===== src/rtl/srtc_ram.sv =====
module srtc_ram #(
	parameter int unsigned DATA_W = 8,
	parameter int unsigned DEPTH  = 256
) (
	input  logic                     clk,
	input  logic                     we,
	input  logic [$clog2(DEPTH)-1:0] waddr,
	input  logic [DATA_W-1:0]        wdata,
	input  logic                     re,
	input  logic [$clog2(DEPTH)-1:0] raddr,
	output logic [DATA_W-1:0]        rdata
);

	logic [DATA_W-1:0] mem [DEPTH];

	always_ff @(posedge clk) begin
		if (we) begin
			mem[waddr] <= wdata;
		end
		if (re) begin
			rdata <= mem[raddr];
		end
	end

endmodule


===== config.mk =====
export PLATFORM = sky130hd
export DESIGN_NAME = srtc_ram
export DESIGN_NICKNAME = d
export VERILOG_FILES = /design/src/rtl/srtc_ram.sv
export SDC_FILE = /design/constraint.sdc
export NUM_CORES = 2
export LEC_CHECK = 0
export BUFFER_PORTS_ARGS = -buffer_cell sky130_fd_sc_hd__buf_2
export CAP_MARGIN = 20
export CORE_MARGIN = 10
export CORE_UTILIZATION = 54
export DETAILED_ROUTE_END_ITERATION = 8
export HOLD_SLACK_MARGIN = 0.03
export PLACE_DENSITY = 0.78
export RECOVER_POWER = 100
export SETUP_SLACK_MARGIN = 0.05
export SLEW_MARGIN = 25
export SYNTH_ARGS = -nofsm -noshare
export SYNTH_HDL_FRONTEND = slang
export SYNTH_SLANG_ARGS = --single-unit

===== constraint.sdc =====
create_clock -name clk -period 3.5 [get_ports clk]
set_input_delay 1.05 -clock clk [delete_from_list [all_inputs] [get_ports clk]]
set_output_delay 1.05 -clock clk [all_outputs]
set_load 0.05 [all_outputs]

==> flow_metrics.tcl <==
set metrics [dict create \
    hold_end "rdata[4]$_DFFE_PP_" \
    max_cap_violations 12 \
    drv_slew 663 \
    dp_cells 6060 \
    post-route-min-period_ns 3.53 \
    port_buffers 34 \
    core_area_sq_um 146000 \
    final_common_cell "edfxtp_1" \
    layout_worst_path_cycle_share_pct 101 \
    final_cell_mix "edfxtp_1, mux4_2, clkbuf_1, nor2_1, buf_4" \
    power.density_nw_per_um2 553 \
    finish.instance_area_sq_um 91000 \
    reg2reg_from "mem[210][2]$_DFFE_PP_" \
    wl_per_cell_um 31.8 \
    synth_area_leader_cell "edfxtp_1" \
    worst_setup_path_end_kind "flop" \
    firstDrtPassIters 9 \
    setup-tns-final_ns -0.133 \
    r2r_setup_slack_ns 0.72 \
    cts_made_buffers 195 \
    reg2reg_depth 5 \
    drc 3 \
    synth_seq_cells 2056 \
    vias 42497 \
    status "finished with violations" \
    crit_fanout 13 \
    cts_root_buf "clkbuf_16" \
    synth.distinct_cells 54 \
    layout_setup_ws_ns -0.0289 \
    ir_worst_vdd_uv 660 \
    ys_seq_area_share_pct 77.5 \
    synth_ff_type "edfxtp_1" \
    hold_class "primary input to flop" \
    die_h_um 404 \
    grt_pass1_wl_um 299000 \
    syn_to_final_growth_pct 14.3 \
    cts_setup_buffers 0 \
    grt_pass1_vias 43036 \
    critPathLaunchType "primary input" \
    grt_start_max_net_pins 109 \
    min_path_cells 1 \
    worst_pin_slew_ns 3.30 \
    overflow 0 \
    h-tree-depth 4 \
    die_area_sq_um 163000 \
    hold_viol_final 0 \
    via_per_inst 6.62 \
    grt_use_total_pct 25.0 \
    insertion_delay_ns 0.84 \
    drive_gt1_share_pct 23.7 \
    fillers 9695 \
    rsz0062_at_grt "no" \
    maxSlewHeadroom_pct -120 \
    ant_nets 0 \
    synth_fp_nets 3760 \
    setup_violations 15 \
    rows 140 \
    r2r_end "rdata[2]$_DFFE_PP_" \
    nets 4367 \
    synth_area_sq_um 79600 \
    ctsResizeCount 0 \
    final_util_pct 62.3 \
    synthCells 3733 \
    whs_ns 0.763 \
    worstPathRequired_ns 3.91 \
    clk_path_buf_depth 3 \
    cts_hold_buf 0 \
    synth_top_area_share_pct 77.5 \
    synth-edff-count 2056 \
    antenna_found_initial 15 \
    initial_core_util_pct 54.5 \
    violations "design-rule violations, max-capacitance violations, max-slew violations, negative setup slack" \
    max_freq_ghz 0.283 \
    yosysWarnings 0 \
    clk_pin_slew_ns 0.06 \
    gp_congestion 0.894 \
    dpl_cell_area_sq_um 86300 \
    instances_no_fill 6418 \
    cts_tree "built" \
    crit_arrival_ns 3.93 \
    die_w_um 404 \
    ys_async_sr_fraction_pct 0 \
    cts_sinks 2056 \
    io_pins 35 \
    drt_iter0_drc 6418 \
    avgSynthCellArea_sq_um 21.3 \
    drt-total-wl_um 204000 \
    power.leakage_nw 28.4 \
    skew_ns 0.0299 \
    min-delay-start "re" \
    dp_hpwl_um 126000 \
    crit_type "primary input to flop" \
    yosys-top-cells-area "edfxtp_1, mux4_2, mux2i_1, nor2_1, a22oi_1" \
]
## metrics by stage
| step | worst slack [ns] | power [mW] |
|---|---|---|
| after floorplan | 0.374 | 29.1 |
| after global placement | -0.588 | 30.4 |
| after detailed placement | -0.666 | 30.4 |
| after CTS | 0.182 | 50.5 |
| after global routing | 0.0579 | 51.5 |
| final | -0.0289 | 50.3 |
## worst max-delay path by stage
stage / from / endpoint / cells past startpoint
floorplan: raddr[0] / rdata[2]$_DFFE_PP_ / 9
finish: waddr[1] / mem[108][2]$_DFFE_PP_ / 5
global route: waddr[1] / mem[108][2]$_DFFE_PP_ / 5
global placement: raddr[0] / rdata[2]$_DFFE_PP_ / 11
CTS: raddr[0] / rdata[2]$_DFFE_PP_ / 9
detailed placement: raddr[0] / rdata[2]$_DFFE_PP_ / 11
## cell usage after synthesis (10+ instances only)
| cell type | instances |
|---|---|
| nand2_1 | 33 |
| buf_6 | 21 |
| nor2_1 | 282 |
| edfxtp_1 | 2056 |
| clkbuf_1 | 111 |
| mux2i_1 | 134 |
| a211oi_1 | 16 |
| mux4_2 | 454 |
| o22ai_1 | 28 |
| buf_1 | 22 |
| o211ai_1 | 10 |
| a22oi_1 | 133 |
| a21oi_1 | 96 |
| a221oi_1 | 13 |
| nor2b_1 | 31 |
| o221ai_1 | 46 |
| buf_8 | 13 |
| o21ai_0 | 10 |
| buf_2 | 31 |
| nor3_1 | 22 |
| nand3_1 | 34 |
| buf_4 | 27 |
| nor4_1 | 24 |
| nand4_1 | 10 |
## kinds of logic (layout without fill, tap and decap cells)
family,Yosys count,after routing,share of synthesized area (%)
DFF,2056,2056,77.5
and+or+nand+nor,466,466,2.63
AOI/OAI and AO/OA,385,385,3.42
muxes,591,591,14.6
buffers and inverters,235,998,1.83
other,0,5,0
## registers in the layout (all words and copies together) (netlist names)
signal / cells
mem: 2048
rdata: 8
## where the power goes
group | switching [mW] | total, mW | internal (mW)
Combinational | 1.72 | 2.74 | 1.02
Clock | 9.05 | 20.4 | 11.3
Sequential | 0.0459 | 27.2 | 27.2
Total | 10.8 | 50.3 | 39.5
## layout make-up
cell class / count / area, sq um / area share (%)
tap: 1917 / 2400 / 2.64
multi-input combinational: 1442 / 16500 / 18.1
inverter: 2 / 7.51 / 0.00825
antenna: 5 / 12.5 / 0.0137
clock buffer: 242 / 5100 / 5.60
sequential: 2056 / 61700 / 67.8
clock inverter: 111 / 1030 / 1.13
timing repair buffer: 643 / 4230 / 4.65
## layer usage
| metal | vias up | wire (um) | global-route usage, % |
|---|---|---|---|
| li1 | 16917 | - | - |
| met1 | 21846 | 70300 | 33.3 |
| met2 | 3159 | 97600 | 39.5 |
| met3 | 569 | 25900 | 6.30 |
| met4 | 6 | 10400 | 10.8 |
| met5 | - | 40 | 0 |
## critical path: stages
cell and delay, ns:
clkbuf_1 0.48, nor2_1 0.26, nand4_1 0.16, clkbuf_1 1.35, nor2_1 0.62
Note: power is estimated with default switching activity, not from simulation.
