--- config.mk ---
export PLATFORM = sky130hd
export DESIGN_NAME = srtc_raster
export DESIGN_NICKNAME = d
export VERILOG_FILES = /design/src/rtl/srtc_pkg.sv /design/src/rtl/srtc_raster.sv
export SDC_FILE = /design/constraint.sdc
export NUM_CORES = 1
export LEC_CHECK = 0
export ABC_AREA = 1
export BUFFER_PORTS_ARGS = -buffer_cell sky130_fd_sc_hd__clkbuf_2
export CAP_MARGIN = 20
export CORE_UTILIZATION = 49
export CTS_CLUSTER_SIZE = 10
export DETAILED_ROUTE_END_ITERATION = 10
export GPL_TIMING_DRIVEN = 0
export PLACE_DENSITY = 0.75
export SLEW_MARGIN = 20
export SYNTH_ARGS = -nofsm -noshare
export SYNTH_HDL_FRONTEND = slang
export SYNTH_SLANG_ARGS = --single-unit
export TNS_END_PERCENT = 10
--- constraint.sdc ---
create_clock -name clk -period 1.6 [get_ports clk]
set_clock_uncertainty 0.2 [all_clocks]
set_input_delay 0.32 -clock clk [delete_from_list [all_inputs] [get_ports clk]]
set_output_delay 0.32 -clock clk [all_outputs]
set_load 0.02 [all_outputs]
--- src/rtl/srtc_pkg.sv ---
package srtc_pkg;

	// Tile geometry and size limits.
	localparam int unsigned TILE_SIZE        = 16;
	localparam int unsigned TILE_BITS        = $clog2(TILE_SIZE);
	localparam int unsigned MAX_WIDTH        = 4096;
	localparam int unsigned MAX_TILE_COLUMNS = 256;
	localparam int unsigned HEIGHT_LIMIT     = 4096;
	localparam int unsigned WIDTH_CAP        =
		(MAX_WIDTH < MAX_TILE_COLUMNS * TILE_SIZE) ? MAX_WIDTH : MAX_TILE_COLUMNS * TILE_SIZE;

	// Field widths.
	localparam int unsigned POS_W  = 12;
	localparam int unsigned CFG_W  = 13;
	localparam int unsigned PCT_W  = 7;
	localparam int unsigned IDX_W  = 3;
	localparam int unsigned ADDR_W = $clog2(MAX_TILE_COLUMNS);
	localparam int unsigned TILE_W = 8;
	localparam int unsigned CNT_W  = $clog2(TILE_SIZE * TILE_SIZE + 1);
	localparam int unsigned PROD_W = CNT_W + PCT_W;

	localparam int unsigned PCT_SCALE = 100;

	// Register indexes of the configuration port.
	typedef enum logic [IDX_W-1:0] {
		CFG_IMAGE_WIDTH  = 3'd0,
		CFG_IMAGE_HEIGHT = 3'd1,
		CFG_DENSE_PCT    = 3'd2,
		CFG_EDGE_PCT     = 3'd3
	} cfg_idx_t;

	// Shading-rate codes.
	typedef enum logic [1:0] {
		RATE_EMPTY  = 2'd0,
		RATE_FULL   = 2'd1,
		RATE_COARSE = 2'd2
	} rate_t;

	// Per-column tile counters, stored as one memory word.
	typedef struct packed {
		logic [CNT_W-1:0] pix;
		logic [CNT_W-1:0] cov;
		logic [CNT_W-1:0] edg;
	} cnt_t;

	// Where the current pixel falls, as seen by the raster tracker.
	typedef struct packed {
		logic [ADDR_W-1:0] col;
		logic [TILE_W-1:0] row;
		logic              tile_done;
		logic              last;
		logic              first;
	} pix_info_t;

	// A finished tile handed to the classifier.
	typedef struct packed {
		logic [TILE_W-1:0] col;
		logic [TILE_W-1:0] row;
		logic              last;
		cnt_t              cnt;
	} cls_req_t;

	// Last valid coordinate for a written size: zero counts as one and the
	// size is clamped to the given cap.
	function automatic logic [POS_W-1:0] eff_last(input logic [CFG_W-1:0] v,
		input logic [CFG_W-1:0] cap);
		logic [CFG_W-1:0] t;
		begin
			if (v == '0) begin
				t = CFG_W'(1);
			end else if (v > cap) begin
				t = cap;
			end else begin
				t = v;
			end
			return POS_W'(t - CFG_W'(1));
		end
	endfunction

endpackage

--- src/rtl/srtc_raster.sv ---
module srtc_raster
	import srtc_pkg::*;
(
	input  logic             clk,
	input  logic             arst_n,
	input  logic [POS_W-1:0] width_last,
	input  logic [POS_W-1:0] height_last,
	input  logic             restart,
	input  logic             advance,
	output pix_info_t        pix
);

	logic [POS_W-1:0] x_q;
	logic [POS_W-1:0] y_q;
	logic             row_end;
	logic             bottom;
	logic             col_end;
	logic             tile_row_end;

	assign row_end      = (x_q == width_last);
	assign bottom       = (y_q == height_last);
	assign col_end      = row_end || (x_q[TILE_BITS-1:0] == '1);
	assign tile_row_end = bottom || (y_q[TILE_BITS-1:0] == '1);

	assign pix.col       = x_q[POS_W-1:TILE_BITS];
	assign pix.row       = TILE_W'(y_q[POS_W-1:TILE_BITS]);
	assign pix.tile_done = col_end && tile_row_end;
	assign pix.last      = row_end && bottom;
	// The first pixel of a tile opens a fresh count for its column.
	assign pix.first     = (x_q[TILE_BITS-1:0] == '0) && (y_q[TILE_BITS-1:0] == '0);

	always_ff @(posedge clk or negedge arst_n) begin
		if (!arst_n) begin
			x_q <= '0;
			y_q <= '0;
		end else if (restart) begin
			x_q <= '0;
			y_q <= '0;
		end else if (advance) begin
			if (row_end) begin
				x_q <= '0;
				y_q <= bottom ? '0 : y_q + POS_W'(1);
			end else begin
				x_q <= x_q + POS_W'(1);
			end
		end
	end

endmodule

==> run_results.csv <==
group,metric,value,unit
flow_run,drv_cap,0,
timing,max_freq,481,MHz
setup_path,cp-end-kind,"output pin",
timing,worst-slew-pin-transition,617,ps
synth,synth_edf_count,0,
synth,synth_area_leaders,"dfrtp_1, nand2_1, inv_1",
timing,holdWs,136,ps
cts,clk-insertion-delay-late,270,ps
synth,ys_types,22,
routing,drtIter0Drc,83,
die,rows,22,
synth,synth_cells,315,
synth,synth_seq_area_share,30.0,%
die,dieArea,4340,sq um
cts,clock-sinks,24,
placed_design,place.gp.congestion,0.808,
setup_path,path_cells,"inv_2, nand2_1, nand2_1, nand2_1, nor2_1, nand3_2, buf_6, nor2_4, buf_8",
die,pin_count,47,
final_layout,drive_gt1_share,35.6,%
timing,rsz0062_at_grt,"yes",
synth,synth_nets,347,
grt,grt_max_degree,25,
synth,async_reset_ff_share,100,%
routing,wl,4.78,mm
pwr,p_leak,1.45,nW
synth,synthesis.area,2000,sq um
setup_path,critPathKind,"reg -> out",
grt,grt_pass1_vias,1853,
pwr,internal_power,0.00116,W
pwr,swShare,27.8,%
synth,synth_area_per_cell,6.35,sq um
synth,yosys_register_bits,24,
routing,ant_nets,0,
timing,fin_ws,-481,ps
setup_path,worst_setup_path_start_kind,"register",
status,violations,"setup timing",
timing,finalHoldViolCount,0,
final_layout,area_growth,36.4,%
cts,cts_tree,"built",
routing,via_count,2070,
routing,avgViaCountPerCell,4.73,
final_layout,diodes,0,
setup_path,path_common_cell,"nand2_1",
setup_path,worstPathRequired,1080,ps
synth,yosys_warnings,0,
pwr,ir_worst_vdd,556,uV
cts,htree_levels,1,
setup_path,cp_slowest_cell,"dfrtp_1",
timing,finalCritPeriodShare,130,%
cts,clk_pin_slew_worst_paths,90,ps
grt,grt_antenna_before_repair,0,
timing,post-route-min-period,2080,ps
grt,gr-usage-all-layers,22.8,%
grt,grt_pass1_wl,7.69,mm
die,die_h,65.9,um
placed_design,dp_hpwl,3.24,mm
setup_path,crit_fanout,5,
final_layout,final_nets,423,
placed_design,io_buffer_count,46,
cts,cts_made_buffers,3,
final_layout,fin_util,71.8,%
synth,yosys.area.top_type_share,30.0,%
routing,drcViolationCount,0,
die,fp.dieW,65.9,um
worst_hold_path,hold_class,"in -> reg",
cts,clockBufferDepth,2,
timing,setup_viol,34,
timing,finalMaxSlewViolations,0,
setup_path,cp_slowest_stage_delay,440,ps
routing,firstDrtPassIters,4,
pwr,seqPwrFrac,41.4,%
placed_design,pre_cts_slack,-378,ps
timing,slew_headroom,58.9,%
die,core,3800,sq um
synth,synth_largest_area_cell,"dfrtp_1",
routing,drt-wirelength-per-cell,10.9,um
setup_path,worstPathArrival,1560,ps
grt,grt_overflow,0,
die,start_util,52.6,%
pwr,power.density,588,nW/um^2
synth,synthFlopType,"dfrtp_1",
status,outcome,"finished with violations",
cts,cts_root_buf,"clkbuf_8",
pwr,pwr-share-comb,24.9,%
pwr,clkPwrFrac,33.7,%
pwr,power_switching,0.000446,W
area by class of cell:
type | count | area [sq um]
Clock inverter | 1 | 30.0
Fill cell | 323 | 1070
Timing Repair Buffer | 73 | 509
Clock buffer | 3 | 41.3
Inverter | 42 | 158
Tap cell | 48 | 60.1
Multi-Input combinational cell | 227 | 1140
Sequential cell | 24 | 609
Buffer | 20 | 180
cells by family (layout without fill, tap and decap cells):
group	Yosys count	after routing	synth area share (%)
XOR/XNOR	20	20	8.76
adder cells (fa/ha/maj)	4	4	2.50
AND/OR/NAND/NOR	197	197	40.2
flip-flops	24	24	30.0
buffers and inverters	64	139	16.3
AO/OA/AOI/OAI	6	6	2.25
worst max-delay path: cells and delay by family, from the launching register on:
kind / cells / cell delay [ps]
buf+inv: 3 / 350
flops: 1 / 440
simple gates: 6 / 510
routing by layer:
metal | global-route usage (%) | up-vias | share of wire, %
li1 | - | 1077 | -
met1 | 25.8 | 946 | 42
met2 | 42.9 | 41 | 53
met3 | 4.48 | 6 | 3.2
met4 | 5.71 | 0 | 1.0
met5 | 0 | - | 0
registers in the layout, indices dropped and copies added, names as in the netlist:
signal,cells
y_q,12
x_q,12
repair_timing:
action | 4_1_cts | 5_1_grt
setup endpoints to repair | 25 | 39
hold buffers | 1 | 0
endpoints found under the hold margin | 24 | 0
buffers inserted | 24 | 2
cloned | 0 | 0
gates resized for setup | 25 | 40
pin swaps | 14 | 7
synthesized netlist by cell type, types with 2 or more instances:
cell     count
o21ai_0      4
buf_4       18
nand2_1    131
nand3_1     11
nand2_2      2
nand4_1      3
dfrtp_1     24
xor2_1      10
xnor2_1     10
inv_1       41
nor2_1      41
nor2_2       3
buf_2        2
ha_1         4
nor3_1       3
buf_6        2
final timing paths:
kind                               from       to  slack [ps]  depth (start not counted)
min in group asynchronous        arst_n  x_q[10]         390                          2
worst min register to register   y_q[9]   y_q[9]         360                          2
worst min-delay path            advance   x_q[1]         140                          3
worst max-delay path             y_q[1]   pix[1]        -480                          9
worst max register to register   y_q[1]   y_q[6]        -230                         13
max in group asynchronous        arst_n   x_q[3]         370                          2
power by group through the flow:
stage / clock network, W / logic (W) / registers [W]
floorplan: 0 / 0.000226 / 0.000665
global placement: 0 / 0.000322 / 0.000670
detailed placement: 0 / 0.000328 / 0.000671
CTS: 0.000549 / 0.000368 / 0.000663
global route: 0.000564 / 0.000446 / 0.000668
finish: 0.000540 / 0.000400 / 0.000664
layout by cell type, fill, tap and decap left out, drive strengths merged:
cell / netlist / layout
o22ai: 1 / 1
nand4: 3 / 3
clkinv: 1 / 1
o21ai: 4 / 4
dfrtp: 24 / 24
nand2: 133 / 133
bufinv: 0 / 1
nor2: 44 / 44
o21bai: 1 / 1
xnor2: 10 / 10
buf: 22 / 56
dlygate4sd3: 0 / 1
xor2: 10 / 10
inv: 41 / 41
clkbuf: 0 / 39
nor3: 4 / 4
ha: 4 / 4
nand3: 13 / 13
through the flow:
| stage | area (sq um) | std cells | TNS, ps | power [W] |
|---|---|---|---|---|
| after floorplan | 2010 | 315 | -109 | 0.000891 |
| after global placement | 2300 | 409 | -3830 | 0.000992 |
| after detailed placement | 2300 | 409 | -3930 | 0.000999 |
| after CTS | 2600 | 436 | -6050 | 0.00158 |
| after global routing | 2730 | 438 | -8150 | 0.00168 |
| final | 2730 | 438 | -5570 | 0.00160 |
Power figures use the tool's default switching activity.
