## src/rtl/srtc_pkg.sv

```systemverilog
package srtc_pkg;

	// Tile geometry and size limits.
	localparam int unsigned TILE_SIZE        = 16;
	localparam int unsigned TILE_BITS        = $clog2(TILE_SIZE);
	localparam int unsigned MAX_WIDTH        = 4096;
	localparam int unsigned MAX_TILE_COLUMNS = 256;
	localparam int unsigned HEIGHT_LIMIT     = 4096;
	localparam int unsigned WIDTH_CAP        =
		(MAX_WIDTH < MAX_TILE_COLUMNS * TILE_SIZE) ? MAX_WIDTH : MAX_TILE_COLUMNS * TILE_SIZE;

	// Field widths.
	localparam int unsigned POS_W  = 12;
	localparam int unsigned CFG_W  = 13;
	localparam int unsigned PCT_W  = 7;
	localparam int unsigned IDX_W  = 3;
	localparam int unsigned ADDR_W = $clog2(MAX_TILE_COLUMNS);
	localparam int unsigned TILE_W = 8;
	localparam int unsigned CNT_W  = $clog2(TILE_SIZE * TILE_SIZE + 1);
	localparam int unsigned PROD_W = CNT_W + PCT_W;

	localparam int unsigned PCT_SCALE = 100;

	// Register indexes of the configuration port.
	typedef enum logic [IDX_W-1:0] {
		CFG_IMAGE_WIDTH  = 3'd0,
		CFG_IMAGE_HEIGHT = 3'd1,
		CFG_DENSE_PCT    = 3'd2,
		CFG_EDGE_PCT     = 3'd3
	} cfg_idx_t;

	// Shading-rate codes.
	typedef enum logic [1:0] {
		RATE_EMPTY  = 2'd0,
		RATE_FULL   = 2'd1,
		RATE_COARSE = 2'd2
	} rate_t;

	// Per-column tile counters, stored as one memory word.
	typedef struct packed {
		logic [CNT_W-1:0] pix;
		logic [CNT_W-1:0] cov;
		logic [CNT_W-1:0] edg;
	} cnt_t;

	// Where the current pixel falls, as seen by the raster tracker.
	typedef struct packed {
		logic [ADDR_W-1:0] col;
		logic [TILE_W-1:0] row;
		logic              tile_done;
		logic              last;
		logic              first;
	} pix_info_t;

	// A finished tile handed to the classifier.
	typedef struct packed {
		logic [TILE_W-1:0] col;
		logic [TILE_W-1:0] row;
		logic              last;
		cnt_t              cnt;
	} cls_req_t;

	// Last valid coordinate for a written size: zero counts as one and the
	// size is clamped to the given cap.
	function automatic logic [POS_W-1:0] eff_last(input logic [CFG_W-1:0] v,
		input logic [CFG_W-1:0] cap);
		logic [CFG_W-1:0] t;
		begin
			if (v == '0) begin
				t = CFG_W'(1);
			end else if (v > cap) begin
				t = cap;
			end else begin
				t = v;
			end
			return POS_W'(t - CFG_W'(1));
		end
	endfunction

endpackage

```

## src/rtl/srtc_classify.sv

```systemverilog
module srtc_classify
	import srtc_pkg::*;
(
	input  logic              clk,
	input  logic              arst_n,
	input  logic [PCT_W-1:0]  dense_pct,
	input  logic [PCT_W-1:0]  edge_pct,
	input  logic              req_valid,
	input  cls_req_t          req,
	output logic              advance,
	output logic              out_valid,
	input  logic              out_ready,
	output logic [TILE_W-1:0] out_col,
	output logic [TILE_W-1:0] out_row,
	output rate_t             out_rate,
	output logic              out_last
);

	logic             s2_valid_q;
	cls_req_t         req_s2;
	logic             out_valid_q;
	logic [PROD_W-1:0] cov_scaled;
	logic [PROD_W-1:0] dense_need;
	logic [PROD_W-1:0] edg_scaled;
	logic [PROD_W-1:0] edge_allow;
	rate_t            rate;

	// The pipeline only holds when a tile waits here and the output is blocked.
	assign advance = !(s2_valid_q && out_valid_q && !out_ready);

	assign cov_scaled = PROD_W'(req_s2.cnt.cov) * PROD_W'(PCT_SCALE);
	assign dense_need = PROD_W'(dense_pct) * PROD_W'(req_s2.cnt.pix);
	assign edg_scaled = PROD_W'(req_s2.cnt.edg) * PROD_W'(PCT_SCALE);
	assign edge_allow = PROD_W'(edge_pct) * PROD_W'(req_s2.cnt.cov);

	always_comb begin
		if (req_s2.cnt.cov == '0) begin
			rate = RATE_EMPTY;
		end else if (cov_scaled < dense_need || edg_scaled > edge_allow) begin
			rate = RATE_FULL;
		end else begin
			rate = RATE_COARSE;
		end
	end

	always_ff @(posedge clk or negedge arst_n) begin
		if (!arst_n) begin
			s2_valid_q  <= 1'b0;
			out_valid_q <= 1'b0;
		end else begin
			if (advance) begin
				s2_valid_q <= req_valid;
			end
			if (!out_valid_q || out_ready) begin
				out_valid_q <= s2_valid_q;
			end
		end
	end

	always_ff @(posedge clk) begin
		if (advance && req_valid) begin
			req_s2 <= req;
		end
		if ((!out_valid_q || out_ready) && s2_valid_q) begin
			out_col  <= req_s2.col;
			out_row  <= req_s2.row;
			out_rate <= rate;
			out_last <= req_s2.last;
		end
	end

	assign out_valid = out_valid_q;

endmodule

```

## config.mk

```make
export PLATFORM = sky130hd
export DESIGN_NAME = srtc_classify
export DESIGN_NICKNAME = d
export VERILOG_FILES = /design/src/rtl/srtc_pkg.sv /design/src/rtl/srtc_classify.sv
export SDC_FILE = /design/constraint.sdc
export NUM_CORES = 1
export LEC_CHECK = 0
export ABC_AREA = 1
export BUFFER_PORTS_ARGS = -buffer_cell sky130_fd_sc_hd__buf_2
export CAP_MARGIN = 0
export CORE_AREA = 5 5 127 129
export CTS_CLUSTER_DIAMETER = 30
export DETAILED_ROUTE_END_ITERATION = 16
export DIE_AREA = 0 0 132 134
export GPL_TIMING_DRIVEN = 0
export HOLD_SLACK_MARGIN = 0.1
export PLACE_DENSITY = 0.8
export SLEW_MARGIN = 20
export SYNTH_ARGS = -nofsm -noshare
export SYNTH_HDL_FRONTEND = slang
export SYNTH_SLANG_ARGS = --single-unit
```

## constraint.sdc

```tcl
create_clock -name clk -period 10.57 [get_ports clk]
set_input_delay 2.6425 -clock clk [delete_from_list [all_inputs] [get_ports clk]]
set_output_delay 2.6425 -clock clk [all_outputs]
set_load 0.02 [all_outputs]
```

==> run_results.csv, run 1 <==
group,metric,value,unit
logic_synthesis,yosysTopAreaCell,"ha_1",
clocking,post-cts-setup-buffer-count,0,
setup_path,crit_start,"edge_pct[6]",
placement,placedInstanceArea,9400,um2
finish,final.fill_count,1244,
placement,dp_hpwl,14.6,mm
clocking,cts_tree,"built",
die,core_area,14900,um2
logic_synthesis,synthArstFlopShare,3.08,%
setup_path,max_stage_delay,0.56,ns
finish,area_growth,10.5,%
clocking,clkSinkCount,65,
min_path,hold_path_class,"flop to flop",
detailed_routing,drc_errors,0,
finish,stdcell_area,9700,um2
die,start_util,58.8,%
clocking,numCtsBuffers,9,
sta,finalClockSkew,0.00797,ns
logic_synthesis,synthDistinctLibCells,30,
detailed_routing,drt-pass1-iter-count,5,
logic_synthesis,ys_seq_area_share,22.1,%
power,p_leak,5.78,nW
sta,rsz0062_at_grt,"no",
logic_synthesis,synthTopCellsByArea,"ha_1, edfxtp_1, fa_1, inv_1, nand2_1",
run,cap_violations,0,
global_route,antenna_found_initial,0,
detailed_routing,wirelength,17.6,mm
power,power_density,188,nW/um2
setup_path,endpoint,"out_rate[1]$_SDFFCE_PN0P_",
setup_path,r2r-start,"req_s2[10]$_DFFE_PP_",
setup_path,r2r_cells,28,
detailed_routing,ant_nets,0,
logic_synthesis,synth_edf_count,63,
sta,max_freq,0.135,GHz
logic_synthesis,yosysMostFrequentCell,"inv_1",
logic_synthesis,synth.top_cells.by_count,"inv_1, nand2_1, ha_1",
die,dieHeight,134,um
setup_path,critPathCaptureType,"flop",
power,vdd_drop_max,146,uV
logic_synthesis,syn-instance-count,1059,
setup_path,cp-start-kind,"primary input",
finish,drive_gt1_share,10.2,%
global_route,grt-ovfl-total,0,
sta,relSlewSlack,57.7,%
placement,port_buffers,68,
logic_synthesis,synth_top_area_share,23.1,%
detailed_routing,vias_per_cell,4.98,
global_route,grt_first_pass_wirelength,30.6,mm
logic_synthesis,syn_area,8780,um2
logic_synthesis,syn_nets,1359,
sta,tightest_slew,0.634,ns
setup_path,worstPathMaxFanout,9,
setup_path,crit_slowest_cell,"fa_1",
finish,nets,1440,
finish,diodes,0,
die,die_w,132,um
detailed_routing,wl_per_cell,13.2,um
clocking,clk_pin_slew,0.06,ns
die,io_pins,83,
setup_path,crit_required,10.66,ns
logic_synthesis,synth_ff_type,"edfxtp_1",
detailed_routing,drt-initial-drc-count,313,
sta,finalCritPeriodShare,69.9,%
die,die-area,17700,um2
global_route,grt_max_degree,28,
clocking,ctsHoldBuffers,0,
global_route,grt_usage,20.6,%
setup_path,r2r_slack,5.02,ns
placement,place_congestion,0.879,
setup_path,path_common_cell,"nand2_1",
die,rows,45,
detailed_routing,via_count,6640,
logic_synthesis,ys_ff_latch,65,
clocking,clk_path_buf_depth,2,
logic_synthesis,yosysWarnings,0,
clocking,htreeDepth,3,
run_status,outcome,"finished clean",
sta,tns,0,ns
setup_path,worstPathArrival,7.48,ns
sta,final_max_slew_viol_count,0,
setup_path,r2r-end,"out_rate[1]$_SDFFCE_PN0P_",
clocking,cts_root_buf,"clkbuf_16",
power,power.total,1.83,mW
global_route,grt_pass1_vias,6820,
sta,finalHoldViolCount,0,
setup_path,critPathKind,"primary input to flop",
min_path,hold_start,"req_s2[29]$_DFFE_PP_",
logic_synthesis,syn_area_per_cell,8.29,um2
sta,fin_hold_ws,0.417,ns
sta,min_period,7.39,ns
clocking,clkLatencyLatePin,0.34,ns
sta,finalSetupViolCount,0,
clocking,postCtsResizedCells,0,
==> layout by cell type (no fill, tap or decap), types with 2 or more instances in the layout <==
master / n
clkbuf_16: 9
edfxtp_1: 63
buf_2: 70
clkbuf_1: 20
nor2_2: 2
inv_6: 2
xor2_1: 21
o21bai_1: 2
nand2_1: 257
nor3_2: 2
xnor2_1: 13
o21ai_2: 5
nor2_1: 33
a31oi_1: 5
fa_1: 76
a21oi_2: 6
ha_1: 162
dfrtp_1: 2
nand3_1: 30
a21o_1: 4
o21ai_1: 8
o21ai_0: 3
inv_1: 278
nand2_2: 8
nand4_1: 10
nand3_2: 2
clkinv_4: 2
a21oi_1: 39
==> cell families (layout without fill, tap and decap cells) <==
logic type | after synthesis | count (layout) | share of synthesized area, %
compound gates | 72 | 72 | 4.77
xor+xnor | 34 | 34 | 3.39
simple gates | 348 | 348 | 16.3
fa+ha+maj | 238 | 238 | 40.4
flops | 65 | 65 | 22.1
buf+inv | 302 | 388 | 13.0
==> routing by layer <==
layer | share of wire [%] | routed length [um] | vias to the layer above | GRT usage, %
met5 | 0 | 0 | - | 0
li1 | - | - | 3406 | -
met3 | 7.9 | 1400 | 17 | 5.25
met1 | 44 | 7840 | 3022 | 27.5
met4 | 0.96 | 170 | 0 | 5.14
met2 | 47 | 8230 | 195 | 33.8
==> worst max-delay path, delay by kind of cell <==
family	cells	cell delay [ns]
and+or+nand+nor	16	1.34
adders and majority gates	6	2.81
AOI/OAI and AO/OA	1	0.13
buffers and inverters	5	0.55
==> registers in the layout (all words and copies together), names as in the netlist <==
name,flops
out_col,8
req_s2,44
s2_valid_q,1
out_rate,2
out_last,1
out_row,8
out_valid,1
==> worst min path at each step <==
stage / endpoint / slack [ns] / depth (start not counted)
after global placement: out_col[6]$_DFFE_PP_ / 0.40 / 0
after CTS: out_row[1]$_DFFE_PP_ / 0.42 / 0
after floorplan: out_col[0]$_DFFE_PP_ / 0.40 / 0
after detailed placement: out_row[1]$_DFFE_PP_ / 0.40 / 0
after global routing: out_row[3]$_DFFE_PP_ / 0.42 / 0
final: out_row[1]$_DFFE_PP_ / 0.42 / 0
==> area by class of cell <==
class / count / area (um2) / share of cell area [%]
Multi-Input combinational cell: 692 / 5710 / 58.8
Sequential cell: 65 / 1940 / 20.0
Inverter: 279 / 1050 / 10.8
Tap cell: 188 / 235 / 2.43
Buffer: 23 / 92.6 / 0.955
Clock buffer: 9 / 225 / 2.32
Clock inverter: 7 / 77.6 / 0.800
Timing Repair Buffer: 70 / 372 / 3.83
==> report_power, final <==
part | switching [mW] | total [mW] | internal [mW]
registers | 0.0142 | 0.325 | 0.311
clock network | 0.117 | 0.301 | 0.184
logic | 0.724 | 1.20 | 0.477
==> stage by stage <==
stage,util (%),setup slack [ns],std cells
2_1_floorplan,-,3.42,1059
3_3_place_gp,62.7,2.97,1315
3_5_place_dp,63.0,2.86,1317
4_1_cts,65.0,3.20,1333
5_1_grt,65.0,2.87,1333
6_report,65.0,3.18,1333
Power figures use the tool's default switching activity.
==> run 2: changes to the inputs <==
--- a/config.mk
+++ b/config.mk
@@ -5,16 +5,16 @@
 export SDC_FILE = /design/constraint.sdc
 export NUM_CORES = 1
 export LEC_CHECK = 0
-export ABC_AREA = 1
+export ABC_AREA = 0
 export BUFFER_PORTS_ARGS = -buffer_cell sky130_fd_sc_hd__buf_2
 export CAP_MARGIN = 0
-export CORE_AREA = 5 5 127 129
+export CORE_AREA = 5 5 129 131
 export CTS_CLUSTER_DIAMETER = 30
 export DETAILED_ROUTE_END_ITERATION = 16
-export DIE_AREA = 0 0 132 134
+export DIE_AREA = 0 0 134 136
 export GPL_TIMING_DRIVEN = 0
 export HOLD_SLACK_MARGIN = 0.1
-export PLACE_DENSITY = 0.8
+export PLACE_DENSITY = 0.78
 export SLEW_MARGIN = 20
 export SYNTH_ARGS = -nofsm -noshare
 export SYNTH_HDL_FRONTEND = slang
==> constraint.sdc (replaced) <==
create_clock -name clk -period 6.4 [get_ports clk]
set_input_delay 1.6 -clock clk [delete_from_list [all_inputs] [get_ports clk]]
set_output_delay 1.6 -clock clk [all_outputs]
set_load 0.02 [all_outputs]
==> run_results.csv, run 2 <==
group,metric,value,unit
run_status,outcome,"complete, but fails checks",
run_status,violations,"setup timing",
placement,placedInstanceArea,9160,um2
global_route,antenna_found_initial,0,
logic_synthesis,yosysMostFrequentCell,"ha_1",
finish,stdcell_area,9720,um2
clocking,clkSinkCount,65,
sta,fin_hold_ws,0.416,ns
power,p_leak,4.75,nW
clocking,clk_path_buf_depth,2,
global_route,grt-ovfl-total,0,
logic_synthesis,synthTopCellsByArea,"ha_1, edfxtp_1, fa_1, and2_1, inv_1",
clocking,cts_root_buf,"clkbuf_16",
finish,final.fill_count,1248,
sta,tns,-0.00597,ns
global_route,grt_usage,19.1,%
sta,finalHoldViolCount,0,
placement,dp_hpwl,13.3,mm
finish,drive_gt1_share,16.2,%
setup_path,worstPathMaxFanout,9,
min_path,hold_path_class,"flop to flop",
clocking,cts_tree,"built",
placement,pre_cts_slack,-0.632,ns
power,vdd_drop_max,237,uV
sta,fin_ws,-0.00597,ns
power,power_density,338,nW/um2
detailed_routing,drt-initial-drc-count,180,
logic_synthesis,yosysTopAreaCell,"ha_1",
detailed_routing,vias_per_cell,5.33,
global_route,grt_pass1_vias,6126,
logic_synthesis,synth.top_cells.by_count,"ha_1, inv_1, and2_1",
sta,tightest_slew,0.975,ns
setup_path,cp-start-kind,"primary input",
finish,fin_cells,1124,
finish,area_growth,15.9,%
logic_synthesis,synth_ff_type,"edfxtp_1",
sta,finalClockSkew,0.0115,ns
logic_synthesis,syn_area_per_cell,10.1,um2
setup_path,critPathKind,"primary input to flop",
logic_synthesis,syn_area,8390,um2
placement,port_buffers,81,
sta,finalCritPeriodShare,100,%
finish,reg_top3,"req_s2: 44 flops, out_col: 8 flops, out_row: 8 flops",
finish,layout_commonest_cell,"ha_1",
global_route,grt_max_degree,24,
logic_synthesis,ys_ff_latch,65,
run,cap_violations,0,
finish,largest-register,"req_s2",
sta,finalSetupViolCount,1,
clocking,numCtsBuffers,9,
detailed_routing,via_count,5995,
logic_synthesis,synth_edf_count,63,
finish,largest_reg_flops,44,
detailed_routing,drt-pass1-iter-count,5,
detailed_routing,wl_per_cell,14.6,um
global_route,grt_first_pass_wirelength,28.5,mm
die,core_area,15500,um2
die,die-area,18200,um2
sta,max_freq,0.156,GHz
finish,nets,1227,
die,start_util,54.2,%
placement,place_inst,1104,
logic_synthesis,synthDistinctLibCells,57,
logic_synthesis,synthArstFlopShare,3.08,%
die,rows,46,
setup_path,crit_required,6.47,ns
sta,relSlewSlack,35.0,%
finish,post-route-util,62.8,%
setup_path,worstPathArrival,6.47,ns
die,io_pins,83,
clocking,clk_pin_slew,0.06,ns
logic_synthesis,syn-instance-count,830,
logic_synthesis,yosysWarnings,0,
finish,diodes,0,
logic_synthesis,syn_nets,1130,
detailed_routing,drc_errors,0,
finish,final_cell_mix,"ha_1, inv_1, and2_1",
power,power.total,3.28,mW
clocking,htreeDepth,3,
sta,final_max_slew_viol_count,0,
placement,place_congestion,0.852,
detailed_routing,ant_nets,0,
die,die_w,134,um
sta,min_period,6.41,ns
clocking,clkLatencyLatePin,0.33,ns
logic_synthesis,ys_seq_area_share,23.1,%
sta,rsz0062_at_grt,"yes",
die,dieHeight,136,um
detailed_routing,wirelength,16.4,mm
logic_synthesis,synth_top_area_share,24.2,%
setup_path,critPathCaptureType,"flop",
[run 2: cell families (layout without fill, tap and decap cells)]
kind of cell / count (synthesis) / count (layout) / synth area share [%]
buffers and inverters: 138 / 240 / 6.17
multiplexers: 2 / 2 / 0.239
AND/OR/NAND/NOR: 252 / 252 / 16.4
AO/OA/AOI/OAI: 101 / 101 / 8.23
XOR/XNOR: 34 / 34 / 3.55
adder cells (fa/ha/maj): 238 / 238 / 42.3
flip-flops: 65 / 65 / 23.1
[run 2: routing by layer]
metal  GRT usage [%]  vias to the layer above  routed length (um)
li1                -                     3010                   -
met1            26.3                     2849                7800
met2            31.0                      125                7520
met3            5.03                       11                 982
met4            3.43                        0                 112
met5               0                        -                   0
[run 2: worst paths after layout]
kind	start	end	slack [ns]	cells past startpoint
max in group asynchronous	arst_n	out_valid$_DFFE_PN0N_	5.26	1
min in group asynchronous	arst_n	s2_valid_q$_DFFE_PN0N_	1.04	1
worst max-delay path	dense_pct[1]	out_rate[0]$_SDFFCE_PN0P_	-0.006	18
worst min register to register	req_s2[36]$_DFFE_PP_	out_col[0]$_DFFE_PP_	0.42	0
worst max register to register	req_s2[14]$_DFFE_PP_	out_rate[0]$_SDFFCE_PN0P_	0.68	22
worst min-delay path	req_s2[36]$_DFFE_PP_	out_col[0]$_DFFE_PP_	0.42	0
[run 2: worst max-delay path, stage by stage]
cell      delay (ns)
buf_2           0.15
and2_4          0.17
fa_1            0.51
fa_1            0.52
fa_1            0.55
inv_1           0.06
fa_1            0.53
inv_1           0.04
ha_2            0.19
or3_4           0.38
o21ai_4         0.16
nor2_1          0.06
or4b_4          0.49
ha_4            0.29
nand3_1         0.08
or4_1           0.41
o211ai_1        0.16
a21oi_1         0.11
[run 2: where the power goes]
group          switching, mW  internal [mW]  total, mW
Clock                  0.192          0.345      0.537
Sequential            0.0287          0.512      0.541
Combinational           1.17           1.04       2.21
[run 2: area by class of cell]
| class | instances | area, um2 | area share (%) |
|---|---|---|---|
| Clock buffer | 9 | 225 | 2.32 |
| Clock inverter | 7 | 101 | 1.04 |
| Tap cell | 192 | 240 | 2.47 |
| Inverter | 136 | 510 | 5.25 |
| Sequential cell | 65 | 1940 | 20.0 |
| Timing Repair Buffer | 87 | 502 | 5.16 |
| Multi-Input combinational cell | 627 | 6200 | 63.7 |
| Buffer | 1 | 3.75 | 0.0386 |
[run 2: repair_timing]
action	CTS	global route
resized for setup	32	12
setup buffers	1	4
endpoints found under the setup margin	2	2
cloned	0	0
hold buffers	0	0
pin swaps	22	0
